===== config.mk =====
export PLATFORM = sky130hd
export DESIGN_NAME = script_lexer_stream
export DESIGN_NICKNAME = d
export VERILOG_FILES = /design/src/rtl/core/sls_pkg.sv /design/src/rtl/core/script_lexer_stream.sv
export SDC_FILE = /design/constraint.sdc
export NUM_CORES = 1
export LEC_CHECK = 0
export BUFFER_PORTS_ARGS = -buffer_cell sky130_fd_sc_hd__buf_2
export CAP_MARGIN = 20
export CORE_ASPECT_RATIO = 1.4
export CORE_MARGIN = 8
export CORE_UTILIZATION = 47
export CTS_CLUSTER_SIZE = 28
export DETAILED_ROUTE_END_ITERATION = 12
export MAX_ROUTING_LAYER = met4
export PLACE_DENSITY = 0.65
export SYNTH_ARGS = -nofsm -noshare
export SYNTH_HDL_FRONTEND = slang
export SYNTH_SLANG_ARGS = --single-unit

===== constraint.sdc =====
create_clock -name i_clk -period 23.5 [get_ports i_clk]
set_input_delay 7.05 -clock i_clk [delete_from_list [all_inputs] [get_ports i_clk]]
set_output_delay 7.05 -clock i_clk [all_outputs]
set_load 0.05 [all_outputs]

===== src/rtl/core/sls_pkg.sv =====
// Types, codes and character classes for the script lexer.
// Depends on nothing; used by script_lexer_stream.
package sls_pkg;

    localparam logic [4:0] M_IDLE  = 5'd0;
    localparam logic [4:0] M_IDENT = 5'd1;
    localparam logic [4:0] M_VAR   = 5'd2;
    localparam logic [4:0] M_MAP   = 5'd3;
    localparam logic [4:0] M_INT   = 5'd4;
    localparam logic [4:0] M_STR   = 5'd5;
    localparam logic [4:0] M_ESC   = 5'd6;
    localparam logic [4:0] M_HEX   = 5'd7;
    localparam logic [4:0] M_OCT   = 5'd8;
    localparam logic [4:0] M_OP    = 5'd9;
    localparam logic [4:0] M_LINE  = 5'd10;
    localparam logic [4:0] M_BLOCK = 5'd11;
    localparam logic [4:0] M_STAR  = 5'd12;

    localparam logic [4:0] T_INT     = 5'd0;
    localparam logic [4:0] T_STR     = 5'd1;
    localparam logic [4:0] T_IDENT   = 5'd2;
    localparam logic [4:0] T_VAR     = 5'd3;
    localparam logic [4:0] T_MAP     = 5'd4;
    localparam logic [4:0] T_COMMA   = 5'd5;
    localparam logic [4:0] T_OP      = 5'd6;
    localparam logic [4:0] T_QUEST   = 5'd7;
    localparam logic [4:0] T_COLON   = 5'd8;
    localparam logic [4:0] T_SEMI    = 5'd9;
    localparam logic [4:0] T_LBRACE  = 5'd10;
    localparam logic [4:0] T_RBRACE  = 5'd11;
    localparam logic [4:0] T_LBRACK  = 5'd12;
    localparam logic [4:0] T_RBRACK  = 5'd13;
    localparam logic [4:0] T_LPAREN  = 5'd14;
    localparam logic [4:0] T_RPAREN  = 5'd15;
    localparam logic [4:0] T_END     = 5'd16;
    localparam logic [4:0] T_UNKNOWN = 5'd17;

    localparam logic [4:0] OP_NONE   = 5'd0;
    localparam logic [4:0] OP_ASSIGN = 5'd1;
    localparam logic [4:0] OP_EQ     = 5'd2;
    localparam logic [4:0] OP_NE     = 5'd3;
    localparam logic [4:0] OP_LE     = 5'd4;
    localparam logic [4:0] OP_GE     = 5'd5;
    localparam logic [4:0] OP_SHL    = 5'd6;
    localparam logic [4:0] OP_SHR    = 5'd7;
    localparam logic [4:0] OP_LT     = 5'd8;
    localparam logic [4:0] OP_GT     = 5'd9;
    localparam logic [4:0] OP_LAND   = 5'd10;
    localparam logic [4:0] OP_LOR    = 5'd11;
    localparam logic [4:0] OP_PLUS   = 5'd12;
    localparam logic [4:0] OP_INC    = 5'd13;
    localparam logic [4:0] OP_DEC    = 5'd14;
    localparam logic [4:0] OP_MINUS  = 5'd15;
    localparam logic [4:0] OP_MUL    = 5'd16;
    localparam logic [4:0] OP_DIV    = 5'd17;
    localparam logic [4:0] OP_MOD    = 5'd18;
    localparam logic [4:0] OP_BAND   = 5'd19;
    localparam logic [4:0] OP_BOR    = 5'd20;
    localparam logic [4:0] OP_XOR    = 5'd21;
    localparam logic [4:0] OP_NOT    = 5'd22;
    localparam logic [4:0] OP_BNOT   = 5'd23;

    typedef struct packed {
        logic        kind;
        logic [4:0]  ttype;
        logic [4:0]  op;
        logic [7:0]  byte_val;
        logic [15:0] line;
        logic [15:0] col;
        logic        last;
    } t_res;

    typedef struct packed {
        logic [4:0] mode;
        logic       mark;
        logic       emit;
        logic       kind;
        logic [4:0] ttype;
        logic [4:0] op;
        logic [7:0] byte_val;
    } t_start;

    function automatic logic is_alpha(input logic [7:0] c);
        return (c inside {["a":"z"], ["A":"Z"], "_"});
    endfunction

    function automatic logic is_digit(input logic [7:0] c);
        return (c inside {["0":"9"]});
    endfunction

    function automatic logic [4:0] mode_type(input logic [4:0] m);
        logic [4:0] t;
        case (m)
            M_VAR:   t = T_VAR;
            M_MAP:   t = T_MAP;
            M_INT:   t = T_INT;
            default: t = T_IDENT;
        endcase
        return t;
    endfunction

    function automatic logic [4:0] single_op(input logic [7:0] p);
        logic [4:0] o;
        case (p)
            "=":     o = OP_ASSIGN;
            "!":     o = OP_NOT;
            "+":     o = OP_PLUS;
            "-":     o = OP_MINUS;
            "&":     o = OP_BAND;
            "|":     o = OP_BOR;
            "<":     o = OP_LT;
            ">":     o = OP_GT;
            default: o = OP_DIV;
        endcase
        return o;
    endfunction

    function automatic logic [4:0] punct_type(input logic [7:0] c);
        logic [4:0] t;
        case (c)
            ",":     t = T_COMMA;
            "?":     t = T_QUEST;
            ":":     t = T_COLON;
            ";":     t = T_SEMI;
            "{":     t = T_LBRACE;
            "}":     t = T_RBRACE;
            "[":     t = T_LBRACK;
            "]":     t = T_RBRACK;
            "(":     t = T_LPAREN;
            ")":     t = T_RPAREN;
            default: t = T_INT;
        endcase
        return t;
    endfunction

    // Bit 4 flags a valid hex digit, bits 3:0 hold its value.
    function automatic logic [4:0] hex_val(input logic [7:0] c);
        logic [7:0] d;
        logic [4:0] r;
        d = 8'd0;
        r = 5'd0;
        if (c inside {["0":"9"]}) begin
            d = c - "0";
            r = {1'b1, d[3:0]};
        end else if (c inside {["a":"f"]}) begin
            d = c - "a" + 8'd10;
            r = {1'b1, d[3:0]};
        end else if (c inside {["A":"F"]}) begin
            d = c - "A" + 8'd10;
            r = {1'b1, d[3:0]};
        end
        return r;
    endfunction

    function automatic t_start start_token(input logic [7:0] c);
        t_start s;
        s = '0;
        s.mode = M_IDLE;
        if (!(c inside {" ", 8'h09, 8'h0D, 8'h0A})) begin
            s.mark = 1'b1;
            if (c == "\"") begin
                s.mode = M_STR;
            end else if (is_alpha(c) || is_digit(c) || c == "$" || c == "@") begin
                s.emit = 1'b1;
                s.byte_val = c;
                if (is_alpha(c)) begin
                    s.mode = M_IDENT;
                    s.ttype = T_IDENT;
                end else if (is_digit(c)) begin
                    s.mode = M_INT;
                    s.ttype = T_INT;
                end else if (c == "$") begin
                    s.mode = M_VAR;
                    s.ttype = T_VAR;
                end else begin
                    s.mode = M_MAP;
                    s.ttype = T_MAP;
                end
            end else if (c inside {"=", "!", "+", "-", "&", "|", "<", ">", "/"}) begin
                s.mode = M_OP;
            end else if (c == "#") begin
                s.mode = M_LINE;
            end else begin
                s.emit = 1'b1;
                s.kind = 1'b1;
                s.ttype = T_OP;
                case (c)
                    "%": s.op = OP_MOD;
                    "*": s.op = OP_MUL;
                    "~": s.op = OP_BNOT;
                    "^": s.op = OP_XOR;
                    default: begin
                        s.op = OP_NONE;
                        if (punct_type(c) != T_INT) begin
                            s.ttype = punct_type(c);
                        end else begin
                            s.ttype = T_UNKNOWN;
                            s.byte_val = c;
                        end
                    end
                endcase
            end
        end
        return s;
    endfunction

endpackage


===== src/rtl/core/script_lexer_stream.sv =====
// Script lexer top level: character-serial tokenizer with position tracking; uses sls_pkg.
// The results of a word are registered and appear in the cycle after it is accepted.
// Throughput: one word per cycle while each yields at most one result and the output is not stalled; a word
// with more than one result keeps the input stalled while the 3-entry result register drains.
// Reset (synchronous, active low) returns the lexer to idle at line 1, column 1.
module script_lexer_stream #(
    parameter int POSITION_BITS = 16
) (
    input  logic        i_clk,
    input  logic        i_rst_n,
    input  logic        i_in_valid,
    output logic        o_in_stall,
    input  logic [7:0]  i_char_code,
    input  logic        i_end_of_input,
    output logic        o_out_valid,
    input  logic        i_out_stall,
    output logic        o_item_kind,
    output logic [4:0]  o_token_type,
    output logic [4:0]  o_operator_code,
    output logic [7:0]  o_byte_value,
    output logic [15:0] o_token_line,
    output logic [15:0] o_token_column,
    output logic        o_last
);

    localparam logic [POSITION_BITS-1:0] POS_ONE = POSITION_BITS'(1);
    localparam logic [POSITION_BITS-1:0] POS_MAX = '1;

    logic [4:0]               r_mode, n_mode;
    logic [7:0]               r_pend, n_pend;
    logic [7:0]               r_esc, n_esc;
    logic [1:0]               r_digits, n_digits;
    logic [POSITION_BITS-1:0] r_line, n_line;
    logic [POSITION_BITS-1:0] r_col, n_col;
    logic [POSITION_BITS-1:0] r_sline, n_sline;
    logic [POSITION_BITS-1:0] r_scol, n_scol;
    sls_pkg::t_res            r_res [3];
    sls_pkg::t_res            n_res [3];
    logic [1:0]               r_cnt, n_cnt;
    logic [1:0]               r_idx;
    logic                     in_acc;
    logic                     out_acc;
    logic                     buf_free;

    function automatic logic [15:0] pos16(input logic [POSITION_BITS-1:0] v);
        logic [31:0] w;
        w = 32'(v);
        return w[15:0];
    endfunction

    function automatic sls_pkg::t_res mk(input logic k, input logic [4:0] t,
                                         input logic [4:0] o, input logic [7:0] b,
                                         input logic [15:0] l, input logic [15:0] cl);
        sls_pkg::t_res r;
        r.kind = k;
        r.ttype = t;
        r.op = o;
        r.byte_val = b;
        r.line = l;
        r.col = cl;
        r.last = 1'b0;
        return r;
    endfunction

    assign o_out_valid = (r_idx < r_cnt);
    assign out_acc     = o_out_valid && !i_out_stall;
    assign buf_free    = !o_out_valid || (out_acc && (r_idx + 2'd1 == r_cnt));
    assign o_in_stall  = !buf_free;
    assign in_acc      = i_in_valid && buf_free;

    assign o_item_kind     = r_res[r_idx].kind;
    assign o_token_type    = r_res[r_idx].ttype;
    assign o_operator_code = r_res[r_idx].op;
    assign o_byte_value    = r_res[r_idx].byte_val;
    assign o_token_line    = r_res[r_idx].line;
    assign o_token_column  = r_res[r_idx].col;
    assign o_last          = r_res[r_idx].last;

    always_comb begin
        logic [7:0]     c;
        logic [4:0]     h;
        logic [4:0]     op;
        logic           str_char;
        logic           do_start;
        sls_pkg::t_start s;

        c = i_char_code;
        h = sls_pkg::hex_val(c);
        op = sls_pkg::OP_NONE;
        str_char = 1'b0;
        do_start = 1'b0;
        s = '0;
        n_mode = r_mode;
        n_pend = r_pend;
        n_esc = r_esc;
        n_digits = r_digits;
        n_line = r_line;
        n_col = r_col;
        n_sline = r_sline;
        n_scol = r_scol;
        n_cnt = 2'd0;
        for (int i = 0; i < 3; i++) begin
            n_res[i] = '0;
        end

        if (i_end_of_input) begin
            case (r_mode)
                sls_pkg::M_IDENT, sls_pkg::M_VAR, sls_pkg::M_MAP, sls_pkg::M_INT: begin
                    n_res[n_cnt] = mk(1'b1, sls_pkg::mode_type(r_mode), sls_pkg::OP_NONE,
                                      8'd0, pos16(r_sline), pos16(r_scol));
                    n_cnt = n_cnt + 2'd1;
                end
                sls_pkg::M_OP: begin
                    n_res[n_cnt] = mk(1'b1, sls_pkg::T_OP, sls_pkg::single_op(r_pend),
                                      8'd0, pos16(r_sline), pos16(r_scol));
                    n_cnt = n_cnt + 2'd1;
                end
                sls_pkg::M_STR, sls_pkg::M_ESC: begin
                    n_res[n_cnt] = mk(1'b1, sls_pkg::T_STR, sls_pkg::OP_NONE,
                                      8'd0, pos16(r_sline), pos16(r_scol));
                    n_cnt = n_cnt + 2'd1;
                end
                sls_pkg::M_HEX, sls_pkg::M_OCT: begin
                    n_res[n_cnt] = mk(1'b0, sls_pkg::T_STR, sls_pkg::OP_NONE,
                                      r_esc, pos16(r_sline), pos16(r_scol));
                    n_cnt = n_cnt + 2'd1;
                    n_res[n_cnt] = mk(1'b1, sls_pkg::T_STR, sls_pkg::OP_NONE,
                                      8'd0, pos16(r_sline), pos16(r_scol));
                    n_cnt = n_cnt + 2'd1;
                end
                default: begin
                end
            endcase
            n_res[n_cnt] = mk(1'b1, sls_pkg::T_END, sls_pkg::OP_NONE, 8'd0,
                              pos16(r_line), pos16(r_col));
            n_cnt = n_cnt + 2'd1;
            n_mode = sls_pkg::M_IDLE;
            n_pend = 8'd0;
            n_esc = 8'd0;
            n_digits = 2'd0;
            n_line = POS_ONE;
            n_col = POS_ONE;
            n_sline = POS_ONE;
            n_scol = POS_ONE;
        end else begin
            case (r_mode)
                sls_pkg::M_IDENT, sls_pkg::M_VAR, sls_pkg::M_MAP, sls_pkg::M_INT: begin
                    if (sls_pkg::is_digit(c) ||
                        (r_mode != sls_pkg::M_INT && sls_pkg::is_alpha(c))) begin
                        n_res[n_cnt] = mk(1'b0, sls_pkg::mode_type(r_mode), sls_pkg::OP_NONE,
                                          c, pos16(r_sline), pos16(r_scol));
                        n_cnt = n_cnt + 2'd1;
                    end else begin
                        n_res[n_cnt] = mk(1'b1, sls_pkg::mode_type(r_mode), sls_pkg::OP_NONE,
                                          8'd0, pos16(r_sline), pos16(r_scol));
                        n_cnt = n_cnt + 2'd1;
                        do_start = 1'b1;
                    end
                end
                sls_pkg::M_STR: begin
                    str_char = 1'b1;
                end
                sls_pkg::M_ESC: begin
                    n_mode = sls_pkg::M_STR;
                    case (c)
                        "a", "b", "t", "n", "v", "f", "r", "e", "\"", "'", "?", "\\": begin
                            case (c)
                                "a":     op = 5'd7;
                                "b":     op = 5'd8;
                                "t":     op = 5'd9;
                                "n":     op = 5'd10;
                                "v":     op = 5'd11;
                                "f":     op = 5'd12;
                                "r":     op = 5'd13;
                                "e":     op = 5'd27;
                                default: op = 5'd0;
                            endcase
                            n_res[n_cnt] = mk(1'b0, sls_pkg::T_STR, sls_pkg::OP_NONE,
                                              (op == 5'd0) ? c : {3'b000, op},
                                              pos16(r_sline), pos16(r_scol));
                            n_cnt = n_cnt + 2'd1;
                            op = sls_pkg::OP_NONE;
                        end
                        8'h0A: begin
                        end
                        "x": begin
                            n_mode = sls_pkg::M_HEX;
                            n_esc = 8'd0;
                            n_digits = 2'd0;
                        end
                        default: begin
                            if (c inside {["0":"7"]}) begin
                                n_mode = sls_pkg::M_OCT;
                                n_esc = {5'd0, c[2:0]};
                                n_digits = 2'd1;
                            end else begin
                                n_res[n_cnt] = mk(1'b0, sls_pkg::T_STR, sls_pkg::OP_NONE,
                                                  "\\", pos16(r_sline), pos16(r_scol));
                                n_cnt = n_cnt + 2'd1;
                                n_res[n_cnt] = mk(1'b0, sls_pkg::T_STR, sls_pkg::OP_NONE,
                                                  c, pos16(r_sline), pos16(r_scol));
                                n_cnt = n_cnt + 2'd1;
                            end
                        end
                    endcase
                end
                sls_pkg::M_HEX: begin
                    if (h[4] && r_digits < 2'd2) begin
                        n_esc = {r_esc[3:0], h[3:0]};
                        n_digits = r_digits + 2'd1;
                        if (r_digits == 2'd1) begin
                            n_res[n_cnt] = mk(1'b0, sls_pkg::T_STR, sls_pkg::OP_NONE,
                                              n_esc, pos16(r_sline), pos16(r_scol));
                            n_cnt = n_cnt + 2'd1;
                            n_mode = sls_pkg::M_STR;
                        end
                    end else begin
                        n_res[n_cnt] = mk(1'b0, sls_pkg::T_STR, sls_pkg::OP_NONE,
                                          r_esc, pos16(r_sline), pos16(r_scol));
                        n_cnt = n_cnt + 2'd1;
                        n_mode = sls_pkg::M_STR;
                        str_char = 1'b1;
                    end
                end
                sls_pkg::M_OCT: begin
                    if ((c inside {["0":"7"]}) && r_digits < 2'd3) begin
                        n_esc = {r_esc[4:0], 3'b000} + {5'd0, c[2:0]};
                        n_digits = r_digits + 2'd1;
                        if (r_digits == 2'd2) begin
                            n_res[n_cnt] = mk(1'b0, sls_pkg::T_STR, sls_pkg::OP_NONE,
                                              n_esc, pos16(r_sline), pos16(r_scol));
                            n_cnt = n_cnt + 2'd1;
                            n_mode = sls_pkg::M_STR;
                        end
                    end else begin
                        n_res[n_cnt] = mk(1'b0, sls_pkg::T_STR, sls_pkg::OP_NONE,
                                          r_esc, pos16(r_sline), pos16(r_scol));
                        n_cnt = n_cnt + 2'd1;
                        n_mode = sls_pkg::M_STR;
                        str_char = 1'b1;
                    end
                end
                sls_pkg::M_OP: begin
                    n_mode = sls_pkg::M_IDLE;
                    if (r_pend == "/" && c == "/") begin
                        n_mode = sls_pkg::M_LINE;
                    end else if (r_pend == "/" && c == "*") begin
                        n_mode = sls_pkg::M_BLOCK;
                    end else begin
                        if (c == "=" && r_pend == "=") op = sls_pkg::OP_EQ;
                        else if (c == "=" && r_pend == "!") op = sls_pkg::OP_NE;
                        else if (c == "=" && r_pend == "<") op = sls_pkg::OP_LE;
                        else if (c == "=" && r_pend == ">") op = sls_pkg::OP_GE;
                        else if (c == r_pend && r_pend == "+") op = sls_pkg::OP_INC;
                        else if (c == r_pend && r_pend == "-") op = sls_pkg::OP_DEC;
                        else if (c == r_pend && r_pend == "&") op = sls_pkg::OP_LAND;
                        else if (c == r_pend && r_pend == "|") op = sls_pkg::OP_LOR;
                        else if (c == r_pend && r_pend == "<") op = sls_pkg::OP_SHL;
                        else if (c == r_pend && r_pend == ">") op = sls_pkg::OP_SHR;
                        if (op != sls_pkg::OP_NONE) begin
                            n_res[n_cnt] = mk(1'b1, sls_pkg::T_OP, op, 8'd0,
                                              pos16(r_sline), pos16(r_scol));
                            n_cnt = n_cnt + 2'd1;
                        end else begin
                            n_res[n_cnt] = mk(1'b1, sls_pkg::T_OP, sls_pkg::single_op(r_pend),
                                              8'd0, pos16(r_sline), pos16(r_scol));
                            n_cnt = n_cnt + 2'd1;
                            do_start = 1'b1;
                        end
                    end
                end
                sls_pkg::M_LINE: begin
                    if (c == 8'h0A) n_mode = sls_pkg::M_IDLE;
                end
                sls_pkg::M_BLOCK: begin
                    if (c == "*") n_mode = sls_pkg::M_STAR;
                end
                sls_pkg::M_STAR: begin
                    if (c == "/") n_mode = sls_pkg::M_IDLE;
                    else if (c != "*") n_mode = sls_pkg::M_BLOCK;
                end
                default: begin
                    do_start = 1'b1;
                end
            endcase

            if (str_char) begin
                if (c == "\"") begin
                    n_res[n_cnt] = mk(1'b1, sls_pkg::T_STR, sls_pkg::OP_NONE, 8'd0,
                                      pos16(r_sline), pos16(r_scol));
                    n_cnt = n_cnt + 2'd1;
                    n_mode = sls_pkg::M_IDLE;
                end else if (c == "\\") begin
                    n_mode = sls_pkg::M_ESC;
                end else begin
                    n_res[n_cnt] = mk(1'b0, sls_pkg::T_STR, sls_pkg::OP_NONE, c,
                                      pos16(r_sline), pos16(r_scol));
                    n_cnt = n_cnt + 2'd1;
                end
            end

            if (do_start) begin
                s = sls_pkg::start_token(c);
                n_mode = s.mode;
                if (s.mode == sls_pkg::M_OP) n_pend = c;
                if (s.mark) begin
                    n_sline = r_line;
                    n_scol = r_col;
                end
                if (s.emit) begin
                    n_res[n_cnt] = mk(s.kind, s.ttype, s.op, s.byte_val,
                                      pos16(n_sline), pos16(n_scol));
                    n_cnt = n_cnt + 2'd1;
                end
            end

            if (c == 8'h0A) begin
                if (r_line != POS_MAX) n_line = r_line + POS_ONE;
                n_col = POS_ONE;
            end else if (r_col != POS_MAX) begin
                n_col = r_col + POS_ONE;
            end
        end

        for (int i = 0; i < 3; i++) begin
            n_res[i].last = (n_cnt == 2'(i + 1));
        end
    end

    always_ff @(posedge i_clk) begin
        if (!i_rst_n) begin
            r_mode   <= sls_pkg::M_IDLE;
            r_pend   <= 8'd0;
            r_esc    <= 8'd0;
            r_digits <= 2'd0;
            r_line   <= POS_ONE;
            r_col    <= POS_ONE;
            r_sline  <= POS_ONE;
            r_scol   <= POS_ONE;
            r_cnt    <= 2'd0;
            r_idx    <= 2'd0;
        end else if (in_acc) begin
            r_mode   <= n_mode;
            r_pend   <= n_pend;
            r_esc    <= n_esc;
            r_digits <= n_digits;
            r_line   <= n_line;
            r_col    <= n_col;
            r_sline  <= n_sline;
            r_scol   <= n_scol;
            r_cnt    <= n_cnt;
            r_idx    <= 2'd0;
        end else if (out_acc) begin
            r_idx <= r_idx + 2'd1;
        end
    end

    always_ff @(posedge i_clk) begin
        if (in_acc) begin
            for (int i = 0; i < 3; i++) begin
                r_res[i] <= n_res[i];
            end
        end
    end

`ifndef SYNTHESIS
    a_idx_bound: assert property (@(posedge i_clk) disable iff (!i_rst_n)
        r_idx <= r_cnt) else $error("result index beyond count");
    a_no_overwrite: assert property (@(posedge i_clk) disable iff (!i_rst_n)
        in_acc |-> (!o_out_valid || (out_acc && o_last)))
        else $error("input taken while results pending");
    a_end_resets: assert property (@(posedge i_clk) disable iff (!i_rst_n)
        (in_acc && i_end_of_input) |=> (r_mode == sls_pkg::M_IDLE && r_line == POS_ONE))
        else $error("end of input did not reset lexer");
`endif

endmodule

==> impl_results.rst, run 1 <==
.. list-table::
   :header-rows: 1

   * - Metric
     - Value
   * - Antenna viol nets, final
     - 0
   * - Number of port buffers
     - 66
   * - FP Rows
     - 75
   * - Number of non-filler instances in the completed layout
     - about 1900
   * - Clock tree from TritonCTS
     - done
   * - Resized Gates After CTS
     - 0
   * - Main flop type after synthesis
     - sky130_fd_sc_hd__edfxtp_1
   * - Arrival time of data at the critical path endpoint
     - roughly 7.8 ns
   * - Relative slew slack
     - between 20% and 30%
   * - Run status
     - finished clean
   * - Worst path slowest cell
     - sky130_fd_sc_hd__buf_2
   * - Root cell of the clock tree
     - sky130_fd_sc_hd__clkbuf_16
   * - Worst setup path category
     - input port to output pin
   * - CP Capture Type
     - output pin
   * - Multi-input gate area in the final layout
     - between 0.007 and 0.008 mm2
   * - Core ar.
     - just under 0.03 mm2
   * - Fraction of the cycle the final worst path needs
     - roughly 63%
   * - Worst hold-check path type
     - register to register
   * - Post-DP HPWL
     - 28500 um
   * - Most frequent cells in the layout
     - 158 x sky130_fd_sc_hd__nand2_1, 152 x sky130_fd_sc_hd__edfxtp_1, 123 x sky130_fd_sc_hd__a22o_1, 106 x sky130_fd_sc_hd__nor2_1, 98 x sky130_fd_sc_hd__o21ai_0
   * - Critical path data required time
     - 16.45 ns
   * - Setup WS post-layout
     - slightly below 9 ns
   * - Avg Cell Area, Syn
     - between 9 and 10 um2
   * - Number of enable-type register cells in the synthesized netlist
     - roughly 150
   * - Floorplan die area
     - roughly 0.036 mm2
   * - Sink count of the clock tree
     - 245
   * - Most frequent standard cell in the layout excluding fill and tap cells
     - sky130_fd_sc_hd__nand2_1
   * - Share of cells above drive strength 1
     - between 10% and 20%
   * - Final Critical Period
     - 14.81 ns
   * - Number of H-tree levels
     - 1
   * - Highest clock frequency the design can meet
     - about 68 MHz
   * - Drt first pass iters
     - 5
   * - Standard cell area after detailed placement
     - ~0.015 mm2
   * - Residual overflow from global routing
     - 0
   * - Slowest cell delay on critical path
     - roughly 0.32 ns
   * - Placement-stage worst setup slack
     - about 8.7 ns
   * - Post-detailed-route wirelength per cell
     - ~22 um
   * - Final RePlAce weighted congestion
     - 0.966
   * - Initial Utilization
     - roughly 48%
   * - Via count of the first global-routing pass
     - around 11000
   * - ANT cells
     - 0
   * - Clock-pin slew on the worst setup and hold paths
     - ~0.070 ns
   * - NumNets Final
     - between 1500 and 2000
   * - Leakage power
     - 5.42 nW
   * - Placed cell count
     - between 1500 and 2000
   * - Setup repair after global routing missed its margin
     - false
   * - Max_cap viols
     - 0
   * - Summed instance area of the synthesized netlist
     - roughly 0.014 mm2
   * - GRT Overall Usage
     - between 20% and 30%
   * - Post-layout instance area
     - 0.0154 mm2
   * - Worst Clk Skew
     - about 0.025 ns
   * - Most numerous cell on the critical path
     - sky130_fd_sc_hd__buf_2
   * - Maximum clock path buffer count
     - 3
   * - Worst slew pin tran
     - around 1.1 ns
   * - Horizontal die dimension
     - approximately 160 um
   * - Chain of cells forming the critical path
     - buf_2 -> nor2_1 -> a221oi_1 -> buf_2
   * - Hold Vio Cnt, Final
     - 0
   * - Yosys warning total
     - 0
   * - Layout overhead on the synthesized area
     - 8.53%
   * - Power density over the cells
     - roughly 95 mW/mm2
   * - Insertion delay to the later sink of the worst-skew pair
     - approximately 0.54 ns
   * - Vias per inst
     - 6.25
   * - Highest ir drop seen on vdd
     - between 0.06 and 0.07 mV
   * - Setup total negative slack
     - 0 ns
   * - Total clock buffers created by CTS
     - 24
   * - Sequential area share after synthesis
     - 45.3%
   * - DRC violations left
     - 0
   * - Worst path bufs/invs
     - 2
   * - Antenna violations before repair
     - 0
   * - Maximum fanout encountered on the critical timing path
     - 2
   * - Number of buffers added to fix hold violations after cts
     - 0
   * - Mapped Nets
     - approximately 1500
   * - Filler instances
     - about 2700
   * - Vias
     - approximately 12000
   * - Pin count of the biggest net entering global routing
     - 103
   * - Boundary pin count
     - 67
   * - Dominant delay contributor by cell family on the critical path
     - buffers and inverters
   * - Synthesized flop and latch total
     - 245
   * - Post-CTS setup buffer count
     - 0
   * - Final-report setup violation count
     - 0
   * - Number of instances in the synthesized netlist
     - around 1500
   * - Wire length of the first global-routing pass
     - between 60000 and 70000 um
   * - Final wirelength
     - between 40000 and 50000 um
   * - Overall die height
     - ~220 um
   * - FF+latch area
     - 0.00643 mm2
   * - DRC violation total after the first TritonRoute iteration
     - between 800 and 900
   * - Share of async-settable or async-resettable flops after synthesis
     - 0%
   * - Final slew viol count
     - 0
   * - Category of the worst setup path launch point
     - input port
   * - Netlist cell types
     - 101
## stage by stage
step | util, % | total power, mW | hold slack (ns)
after floorplan | - | 0.959 | 0.449
after global placement | 49.0 | 1.08 | 0.471
after detailed placement | 49.0 | 1.09 | 0.494
after CTS | 51.6 | 1.47 | 0.503
after global routing | 51.6 | 1.52 | 0.522
final | 51.6 | 1.46 | 0.503
## area by class of cell
type,count,share of cell area (%)
clock buffers,36,4.65
clock inverters,8,0.349
inverters,36,0.910
multi-input cells,1083,46.4
flip-flops and latches,245,41.8
well taps,385,3.13
repair buffers,80,2.83
## flip-flops by register name (all words and copies together), names as in the netlist, named ones only
register / flops
r_digits: 2
r_res: 152
r_line: 16
r_sline: 16
r_scol: 16
r_mode: 5
r_esc: 8
r_idx: 2
r_cnt: 2
r_col: 16
r_pend: 8
## routing by layer
metal	GRT usage [%]	vias up	wire (um)
met1	26.1	5646	16300
met5	-	-	0
met2	39.9	401	21200
li1	-	5542	-
met4	11.6	0	2090
met3	3.01	119	2090
## final timing paths
check | depth (start not counted) | slack [ns] | from | endpoint
worst max-delay path | 4 | 8.69 | i_out_stall | o_in_stall
worst min-delay path | 2 | 0.50 | r_sline[0] | r_sline[0]
worst max register to register | 13 | 18.42 | r_mode[1] | r_res[2][28]
worst min register to register | 2 | 0.50 | r_sline[0] | r_sline[0]
## where the power goes
part	switching [mW]	internal [mW]	leakage, nW
Sequential	0.0358	0.550	2.26
Combinational	0.373	0.121	2.78
Clock	0.165	0.212	0.381
Total	0.574	0.883	5.42
## worst reg2reg max path, delay by kind of cell (launching register included)
kind            cells  cell delay, ns
compound gates      3            0.91
fa+ha+maj           2            0.51
buf+inv             1            0.08
simple gates        7            2.80
flops               1            0.53
## Yosys cell counts (all sizes together), types with 11 or more instances
cell type | instances | share of area, %
nor2b | 11 | 0.54
a31oi | 13 | 0.57
or3 | 13 | 0.57
and3 | 20 | 0.88
dfxtp | 93 | 13
nand4 | 14 | 0.62
buf | 48 | 1.7
and2 | 17 | 0.75
o21ai | 105 | 3.8
a211oi | 20 | 1.1
nor2 | 109 | 2.9
mux2i | 52 | 3.7
nand3 | 54 | 2.0
xnor2 | 24 | 1.5
inv | 33 | 0.87
nor3 | 34 | 1.3
nand2b | 11 | 0.48
edfxtp | 152 | 32
a21oi | 74 | 2.6
clkbuf | 66 | 1.8
ha | 22 | 1.9
nand2 | 158 | 4.2
a22o | 123 | 7.6
xor2 | 19 | 1.2
## kinds of logic after synthesis
family          synth area share [%]
simple gates                    18.1
compound gates                  23.2
flops                           45.3
buf+inv                         4.45
mux                             4.14
xor+xnor                        2.86
fa+ha+maj                       1.94
Note: power is estimated with default switching activity, not from simulation.
==> run 2, diff against run 1 <==
--- a/config.mk
+++ b/config.mk
@@ -13,7 +13,7 @@
 export CTS_CLUSTER_SIZE = 28
 export DETAILED_ROUTE_END_ITERATION = 12
 export MAX_ROUTING_LAYER = met4
-export PLACE_DENSITY = 0.65
+export PLACE_DENSITY = 0.67
 export SYNTH_ARGS = -nofsm -noshare
 export SYNTH_HDL_FRONTEND = slang
 export SYNTH_SLANG_ARGS = --single-unit
==> constraint.sdc (replaced) <==
create_clock -name i_clk -period 12.9 [get_ports i_clk]
set_input_delay 3.87 -clock i_clk [delete_from_list [all_inputs] [get_ports i_clk]]
set_output_delay 3.87 -clock i_clk [all_outputs]
set_load 0.05 [all_outputs]
==> run 2 against run 1 <==
Setup slack got worse by 4.2 ns. Register-to-register slack got worse by 11 ns. Clock-buffer cell count stayed put. Flip-flop and latch count did not move. Power grew 85%. Routed wire length up 4.7%. Critical endpoint unchanged.
==> impl_results.rst, run 2 (synthesis gave the netlist of run 1 again) <==
.. list-table::
   :header-rows: 1

   * - Metric
     - Value
   * - Number of buffers added to fix hold violations after cts
     - 0 (unchanged)
   * - ANT cells
     - 0 (unchanged)
   * - FF+latch area
     - 0.00643 mm2 (unchanged)
   * - Final Critical Period
     - approximately 8.4 ns
   * - Maximum fanout encountered on the critical timing path
     - 2 (unchanged)
   * - Max FFs per register
     - 152 (unchanged)
   * - NumNets Final
     - 1508 (+0.20%)
   * - Final cell utilization of the core
     - 51.8% (+0.20 points)
   * - Standard cell area after detailed placement
     - 0.0147 mm2 (+0.20%)
   * - Worst slew pin tran
     - 1.12 ns (+0.00739 ns)
   * - Category of the worst setup path launch point
     - input port
   * - Root cell of the clock tree
     - sky130_fd_sc_hd__clkbuf_16
   * - Filler instances
     - 2805 (+2.7%)
   * - Sink count of the clock tree
     - 245 (unchanged)
   * - Residual overflow from global routing
     - 0 (unchanged)
   * - Leakage power
     - 5.46 nW (+0.65%)
   * - Initial Utilization
     - 47.6% (unchanged)
   * - Number of port buffers
     - 66 (unchanged)
   * - Insertion delay to the later sink of the worst-skew pair
     - 0.55 ns (about the same)
   * - Vias per inst
     - 6.34 (+1.5%)
   * - Post-CTS setup buffer count
     - 0 (unchanged)
   * - Share of cells above drive strength 1
     - 11.8% (+0.38 points)
   * - Run status
     - finished clean
   * - Final slew viol count
     - 0 (unchanged)
   * - Switching Share
     - 39.4% (+0.049 points)
   * - Multi-input gate area in the final layout
     - 0.00715 mm2 (about the same)
   * - Fraction of the cycle the final worst path needs
     - 65.5%
   * - Placement-stage worst setup slack
     - 4.15 ns (-4.51 ns)
   * - Post-DP HPWL
     - 30200 um (+5.7%)
   * - GRT Overall Usage
     - 23.9% (+0.68 points)
   * - Hold Vio Cnt, Final
     - 0 (unchanged)
   * - DRC violations left
     - 0 (unchanged)
   * - Pin count of the biggest net entering global routing
     - 102 (-0.97%)
   * - Setup repair after global routing missed its margin
     - false
   * - Core ar.
     - 0.0298 mm2 (unchanged)
   * - Post-layout instance area
     - 0.0155 mm2 (+0.39%)
   * - Internal power
     - 1.63 mW (+84%)
   * - Horizontal die dimension
     - 163 um (unchanged)
   * - Most frequent cells in the layout
     - 158 x sky130_fd_sc_hd__nand2_1, 152 x sky130_fd_sc_hd__edfxtp_1, 123 x sky130_fd_sc_hd__a22o_1, 106 x sky130_fd_sc_hd__nor2_1, 98 x sky130_fd_sc_hd__o21ai_0
   * - Antenna viol nets, final
     - 0 (unchanged)
   * - Clock power share
     - 26.7% (+0.8 points)
   * - Number of non-filler instances in the completed layout
     - 1876 (+0.16%)
   * - Via count of the first global-routing pass
     - 11200 (-2.0%)
   * - CP Capture Type
     - output pin
   * - Boundary pin count
     - 67 (unchanged)
   * - Final wirelength
     - 43700 um (+4.7%)
   * - Setup total negative slack
     - 0 ns (unchanged)
   * - Logic gate share of total power
     - 34.0% (about the same)
   * - Most frequent standard cell in the layout excluding fill and tap cells
     - sky130_fd_sc_hd__nand2_1
   * - Resized Gates After CTS
     - 0 (unchanged)
   * - DRC violation total after the first TritonRoute iteration
     - 701 (-19%)
   * - Arrival time of data at the critical path endpoint
     - 4.58 ns (-3.18 ns)
   * - FP Rows
     - 75 (unchanged)
   * - Final Total Pwr
     - 2.69 mW (+85%)
   * - Wire length of the first global-routing pass
     - 66200 um (+1.6%)
   * - Critical path data required time
     - 9.03 ns (-7.42 ns)
   * - Highest ir drop seen on vdd
     - 0.123 mV (+93%)
   * - Setup WS post-layout
     - 4.45 ns (-4.23 ns)
   * - Worst hold-check path type
     - register to register
   * - Max_cap viols
     - 0 (unchanged)
   * - Overall die height
     - 222 um (unchanged)
   * - Relative slew slack
     - 25.4% (-0.22 points)
   * - Clock tree from TritonCTS
     - done
   * - Number of H-tree levels
     - 1 (unchanged)
   * - Layout overhead on the synthesized area
     - 8.96%
   * - Power density over the cells
     - 174 mW/mm2 (+84%)
   * - Maximum clock path buffer count
     - 3 (unchanged)
   * - Worst Clk Skew
     - 0.0366 ns (+0.0117 ns)
   * - Highest clock frequency the design can meet
     - 118 MHz
   * - Clock-pin slew on the worst setup and hold paths
     - 0.06 ns (about the same)
   * - Final hold slack
     - 0.492 ns (-0.0112 ns)
   * - Placed cell count
     - 1831 (+0.16%)
   * - Switching pwr
     - 1.06 mW (+85%)
   * - Floorplan die area
     - 0.0361 mm2 (unchanged)
   * - Final-report setup violation count
     - 0 (unchanged)
   * - Post-detailed-route wirelength per cell
     - 23.3 um (+4.6%)
   * - Vias
     - 11900 (+1.6%)
   * - Part of the total power dissipated in sequential elements
     - 39.3% (-0.9 points)
   * - Worst setup path category
     - input port to output pin
   * - Antenna violations before repair
     - 0 (unchanged)
   * - Register ranked first by flip-flop count
     - r_res
   * - Total clock buffers created by CTS
     - 25 (+4.2%)
   * - Drt first pass iters
     - 6 (+1)
   * - Final RePlAce weighted congestion
     - 0.987 (+2.1%)
run 2: cell count changes in the layout (fill, tap and decap cells not counted), moves of 2 or more:
cell                        delta
sky130_fd_sc_hd__clkinv_4      -3
sky130_fd_sc_hd__inv_6         +3
sky130_fd_sc_hd__buf_4         +2
sky130_fd_sc_hd__clkinv_2      +2
sky130_fd_sc_hd__clkbuf_16     +2
run 2: power by group through the flow:
stage / clock (mW) / combinational [mW] / sequential, mW
detailed placement: 0 / 0.917 / 1.08
finish: 0.717 / 0.914 / 1.06
floorplan: 0 / 0.677 / 1.07
global placement: 0 / 0.912 / 1.07
global route: 0.758 / 0.971 / 1.07
CTS: 0.730 / 0.919 / 1.06
run 2: layout make-up:
| class | count | area share (%) |
|---|---|---|
| multi-input combinational | 1083 | 46.2 |
| inverter | 36 | 0.906 |
| clock buffer | 36 | 4.85 |
| sequential | 245 | 41.6 |
| clock inverter | 9 | 0.388 |
| tap | 385 | 3.11 |
| timing repair buffer | 82 | 2.91 |
run 2: critical path, cell delays in order:
cell	delay, ns
sky130_fd_sc_hd__buf_2	0.09
sky130_fd_sc_hd__nor2_1	0.04
sky130_fd_sc_hd__a221oi_1	0.25
sky130_fd_sc_hd__buf_2	0.32
run 2: worst paths after layout:
path	start	end	slack [ns]	depth (start not counted)
max reg2reg	r_mode[3]	r_res[2][10]	7.57	13
min reg2reg	r_sline[0]	r_sline[0]	0.49	2
max	i_out_stall	o_in_stall	4.45	4
min	r_sline[0]	r_sline[0]	0.49	2
run 2: per-layer routing:
layer	track usage [%]	vias to the layer above	part of all wire [%]
li1	-	5561	-
met1	27.1	5761	39
met2	41.1	449	51
met3	2.47	127	5.1
met4	12.1	0	5.3
met5	-	-	0
==> run 3, diff against run 2 <==
--- a/config.mk
+++ b/config.mk
@@ -5,6 +5,7 @@
 export SDC_FILE = /design/constraint.sdc
 export NUM_CORES = 1
 export LEC_CHECK = 0
+export ABC_AREA = 1
 export BUFFER_PORTS_ARGS = -buffer_cell sky130_fd_sc_hd__buf_2
 export CAP_MARGIN = 20
 export CORE_ASPECT_RATIO = 1.4
@@ -13,7 +14,7 @@
 export CTS_CLUSTER_SIZE = 28
 export DETAILED_ROUTE_END_ITERATION = 12
 export MAX_ROUTING_LAYER = met4
-export PLACE_DENSITY = 0.67
+export PLACE_DENSITY = 0.64
 export SYNTH_ARGS = -nofsm -noshare
 export SYNTH_HDL_FRONTEND = slang
 export SYNTH_SLANG_ARGS = --single-unit
==> constraint.sdc (replaced) <==
create_clock -name i_clk -period 8.7 [get_ports i_clk]
set_input_delay 2.61 -clock i_clk [delete_from_list [all_inputs] [get_ports i_clk]]
set_output_delay 2.61 -clock i_clk [all_outputs]
set_load 0.05 [all_outputs]
==> run 3 against run 2 <==
Largest power group is now combinational cells. Largest cell class unchanged. Non-clock buffer count up 10. Synthesized cell count up 68%. Critical path depth up 18. Global-route usage up 7.3 points. Cell count up 57%. Flip-flop and latch count unchanged. Power up 120%. Clock power up 73%. Synthesized area up 22%. Utilization down 0.78 points. Critical path type is now input port to register. Worst hold slack worse by 0.019 ns. Sequential share of layout area down 7.0 points.
==> impl_results.rst, run 3 <==
.. list-table::
   :header-rows: 1

   * - Metric
     - Value
   * - Run status
     - finished clean
   * - Setup repair after global routing missed its margin
     - false
   * - Share of cells above drive strength 1
     - 10.5% (-1.3 points)
   * - Avg Cell Area, Syn
     - 6.95 um2 (-28%)
   * - Logic gate share of total power
     - 49.5% (+15 points)
   * - Summed instance area of the synthesized netlist
     - 0.0173 mm2 (+22%)
   * - Worst R2R End
     - r_res[0][40]
   * - Largest cells by area after synthesis
     - sky130_fd_sc_hd__edfxtp_1 26%, sky130_fd_sc_hd__nand2_1 15%, sky130_fd_sc_hd__dfxtp_1 11%
   * - Total clock buffers created by CTS
     - 26 (+4.0%)
   * - Yosys warning total
     - 0 (unchanged)
   * - Leakage power
     - 7.41 nW (+36%)
   * - Sink count of the clock tree
     - 245 (unchanged)
   * - Clock power share
     - 20.8% (-5.9 points)
   * - Main flop type after synthesis
     - sky130_fd_sc_hd__edfxtp_1
   * - Floorplan die area
     - 0.0432 mm2 (+20%)
   * - Post-CTS setup buffer count
     - 0 (unchanged)
   * - Insertion delay to the later sink of the worst-skew pair
     - 0.55 ns (about the same)
   * - Final RePlAce weighted congestion
     - 1.02 (+3.7%)
   * - Reg-to-reg setup timing slack
     - 3.65 ns (-3.92 ns)
   * - Most frequent cells in the layout
     - 679 x sky130_fd_sc_hd__nand2_1, 216 x sky130_fd_sc_hd__nor2_1, 213 x sky130_fd_sc_hd__inv_1, 200 x sky130_fd_sc_hd__a21oi_1, 164 x sky130_fd_sc_hd__o21ai_0
   * - Switching pwr
     - 2.97 mW (+180%)
   * - Initial Utilization
     - 47.3% (-0.22 points)
   * - Chain of cells forming the critical path
     - buf_2 -> inv_2 -> ha_1 -> inv_1 -> nand3b_1 -> nand3_4 -> nand3_2 -> nand2_2 -> nand2_2 -> nand2_4 -> nand2_2 -> inv_2 -> nand2_1 -> nand2_2 -> ha_1 -> inv_1 -> nor2_2 -> buf_4 -> inv_2 -> nor2_4 -> inv_2 -> o21ai_1
   * - Standard cell area after detailed placement
     - 0.0176 mm2 (+20%)
   * - Pin count of the biggest net entering global routing
     - 67 (-34%)
   * - Critical path data required time
     - 9.09 ns (+0.06 ns)
   * - Most frequent standard cell in the layout excluding fill and tap cells
     - sky130_fd_sc_hd__nand2_1
   * - Vias
     - 18200 (+53%)
   * - Switching Share
     - 49.7% (+10 points)
   * - Via count of the first global-routing pass
     - 17500 (+56%)
   * - Hold Vio Cnt, Final
     - 0 (unchanged)
   * - Maximum clock path buffer count
     - 3 (unchanged)
   * - ANT cells
     - 0 (unchanged)
   * - DRC violation total after the first TritonRoute iteration
     - 1956 (+180%)
   * - Resized Gates After CTS
     - 0 (unchanged)
   * - Relative slew slack
     - 23.9% (-1.5 points)
   * - Largest area contributor in the netlist
     - sky130_fd_sc_hd__edfxtp_1
   * - Wire length of the first global-routing pass
     - 102000 um (+55%)
   * - Horizontal die dimension
     - 178 um (+9.3%)
   * - Layout overhead on the synthesized area
     - 7.80%
   * - Maximum fanout encountered on the critical timing path
     - 34 (+32)
   * - Clock-pin slew on the worst setup and hold paths
     - 0.06 ns (about the same)
   * - Most numerous cell types in the synthesized netlist
     - 679 x sky130_fd_sc_hd__nand2_1, 217 x sky130_fd_sc_hd__nor2_1, 215 x sky130_fd_sc_hd__inv_1
   * - Post-DP HPWL
     - 45000 um (+49%)
   * - Final-report setup violation count
     - 0 (unchanged)
   * - Residual overflow from global routing
     - 0 (unchanged)
   * - Highest clock frequency the design can meet
     - between 100 and 150 MHz
   * - Mapped Nets
     - 2517 (+66%)
   * - Setup WS post-layout
     - 1.63 ns (-2.83 ns)
   * - Final slew viol count
     - 0 (unchanged)
   * - Internal power
     - 3.00 mW (+85%)
   * - Cells on worst reg2reg path
     - 21 (+8)
   * - Number of H-tree levels
     - 1 (unchanged)
   * - Arrival time of data at the critical path endpoint
     - 7.47 ns (+2.89 ns)
   * - Worst setup path category
     - input port to register
   * - Number of buffers added to fix hold violations after cts
     - 0 (unchanged)
   * - Share of async-settable or async-resettable flops after synthesis
     - 0% (unchanged)
   * - Number of port buffers
     - 66 (unchanged)
   * - CP Capture Type
     - register
   * - Sequential area share after synthesis
     - 37.2% (-8.0 points)
   * - Worst hold-check path type
     - register to register
   * - Number of enable-type register cells in the synthesized netlist
     - 152 (unchanged)
   * - Antenna viol nets, final
     - 0 (unchanged)
   * - Filler instances
     - 3605 (+29%)
   * - Setup total negative slack
     - 0 ns (unchanged)
   * - Fraction of the cycle the final worst path needs
     - approximately four fifths
   * - Synthesized flop and latch total
     - 245 (unchanged)
   * - Final Critical Period
     - a little over 7 ns
   * - Category of the worst setup path launch point
     - input port
   * - DRC violations left
     - 0 (unchanged)
   * - Core ar.
     - 0.0365 mm2 (+22%)
   * - GRT Overall Usage
     - 31.2% (+7.3 points)
   * - Most frequently used cell type in the post-synthesis netlist
     - sky130_fd_sc_hd__nand2_1
   * - Post-layout instance area
     - 0.0186 mm2 (+20%)
   * - Synth top area share
     - 26.4% (-5.7 points)
   * - Final wirelength
     - 67200 um (+54%)
   * - Drt first pass iters
     - 8 (+2)
   * - Timing startpoint of the critical path
     - i_char_code[1]
   * - Max_cap viols
     - 0 (unchanged)
   * - Power density over the cells
     - 321 mW/mm2 (+85%)
   * - Root cell of the clock tree
     - sky130_fd_sc_hd__clkbuf_16
   * - Launching point of the worst reg2reg path
     - r_mode[1]
   * - Number of instances in the synthesized netlist
     - 2482 (+68%)
   * - CP Capture Point
     - r_res[2][50]
   * - Placement-stage worst setup slack
     - 1.30 ns (-2.86 ns)
   * - Worst path slowest cell
     - sky130_fd_sc_hd__nor2_4
   * - Antenna violations before repair
     - 0 (unchanged)
   * - Vias per inst
     - 6.18 (-2.6%)
   * - Worst Clk Skew
     - 0.0158 ns (-0.0208 ns)
   * - Overall die height
     - 243 um (+9.5%)
   * - Boundary pin count
     - 67 (unchanged)
   * - Max FFs per register
     - 152 (unchanged)
   * - Netlist cell types
     - 53 (-48%)
   * - FP Rows
     - 83 (+11%)
   * - Part of the total power dissipated in sequential elements
     - 29.7% (-9.6 points)
   * - NumNets Final
     - 2499 (+66%)
   * - Worst slew pin tran
     - 1.14 ns (+0.0193 ns)
   * - Clock tree from TritonCTS
     - done
   * - Highest ir drop seen on vdd
     - 0.282 mV (+130%)
   * - Slowest cell delay on critical path
     - 0.74 ns (+0.42 ns)
   * - Post-detailed-route wirelength per cell
     - 22.8 um (-2.2%)
   * - Register ranked first by flip-flop count
     - r_res
run 3: cell types whose count changed in the layout (fill, tap and decap cells not counted), moves of 109 or more:
cell                      previous run  this run
sky130_fd_sc_hd__inv_1              31       213
sky130_fd_sc_hd__nand3_1            50       159
sky130_fd_sc_hd__a22o_1            123         0
sky130_fd_sc_hd__nand2_1           158       679
sky130_fd_sc_hd__nor2_1            106       216
sky130_fd_sc_hd__a21oi_1            73       200
run 3: worst min path at each step:
stage                  start        to  slack, ns  depth (start not counted)
CTS                 r_cnt[0]  r_cnt[0]       0.47                          2
detailed placement  r_cnt[0]  r_cnt[0]       0.46                          2
finish              r_cnt[0]  r_cnt[0]       0.47                          2
floorplan           r_cnt[0]  r_cnt[0]       0.43                          2
global route        r_cnt[0]  r_cnt[0]       0.50                          2
global placement    r_cnt[0]  r_cnt[0]       0.46                          2
run 3: cell type report:
type / instances / area (um2) / share of cell area [%]
Inverter: 257 / 983 / 5.29
Clock buffer: 33 / 708 / 3.81
Clock inverter: 15 / 231 / 1.24
Timing Repair Buffer: 92 / 538 / 2.89
Tap cell: 467 / 584 / 3.14
Multi-Input combinational cell: 1842 / 9130 / 49.1
Sequential cell: 245 / 6430 / 34.6
run 3: power by group through the flow:
stage	Sequential (mW)	Clock, mW	Combinational, mW
floorplan	1.79	0	2.10
global placement	1.78	0	2.88
detailed placement	1.79	0	2.89
CTS	1.77	1.26	2.90
global route	1.80	1.30	3.13
finish	1.77	1.24	2.96
run 3: routing by layer:
| metal | wire length (um) | share of wire (%) | GRT usage [%] |
|---|---|---|---|
| met3 | 5410 | 8.1 | 3.82 |
| met5 | 0 | 0 | - |
| met4 | 4040 | 6.0 | 17.7 |
| met2 | 33300 | 50 | 52.6 |
| met1 | 24500 | 36 | 35.0 |
run 3: metrics by stage:
step	utilization [%]	total power, mW	std cells	hold slack (ns)
final	51.0	5.97	2951	0.472
after global routing	51.0	6.23	2951	0.495
after CTS	51.0	5.92	2950	0.471
after detailed placement	48.4	4.69	2902	0.459
after global placement	48.4	4.66	2902	0.460
after floorplan	-	3.89	2482	0.433
run 3: kinds of logic after synthesis:
logic type | Yosys count | share of synthesized area, %
adder cells (fa/ha/maj) | 22 | 1.59
buffers and inverters | 395 | 9.87
AO/OA/AOI/OAI | 555 | 18.4
AND/OR/NAND/NOR | 1255 | 32.4
multiplexers | 1 | 0.0580
XOR/XNOR | 9 | 0.457
flip-flops | 245 | 37.2
run 3: worst max-delay path: cells and delay by family:
kind	cells	cell delay, ns
AND/OR/NAND/NOR	11	2.63
buffers and inverters	8	1.48
adder cells (fa/ha/maj)	2	0.48
AO/OA/AOI/OAI	1	0.21
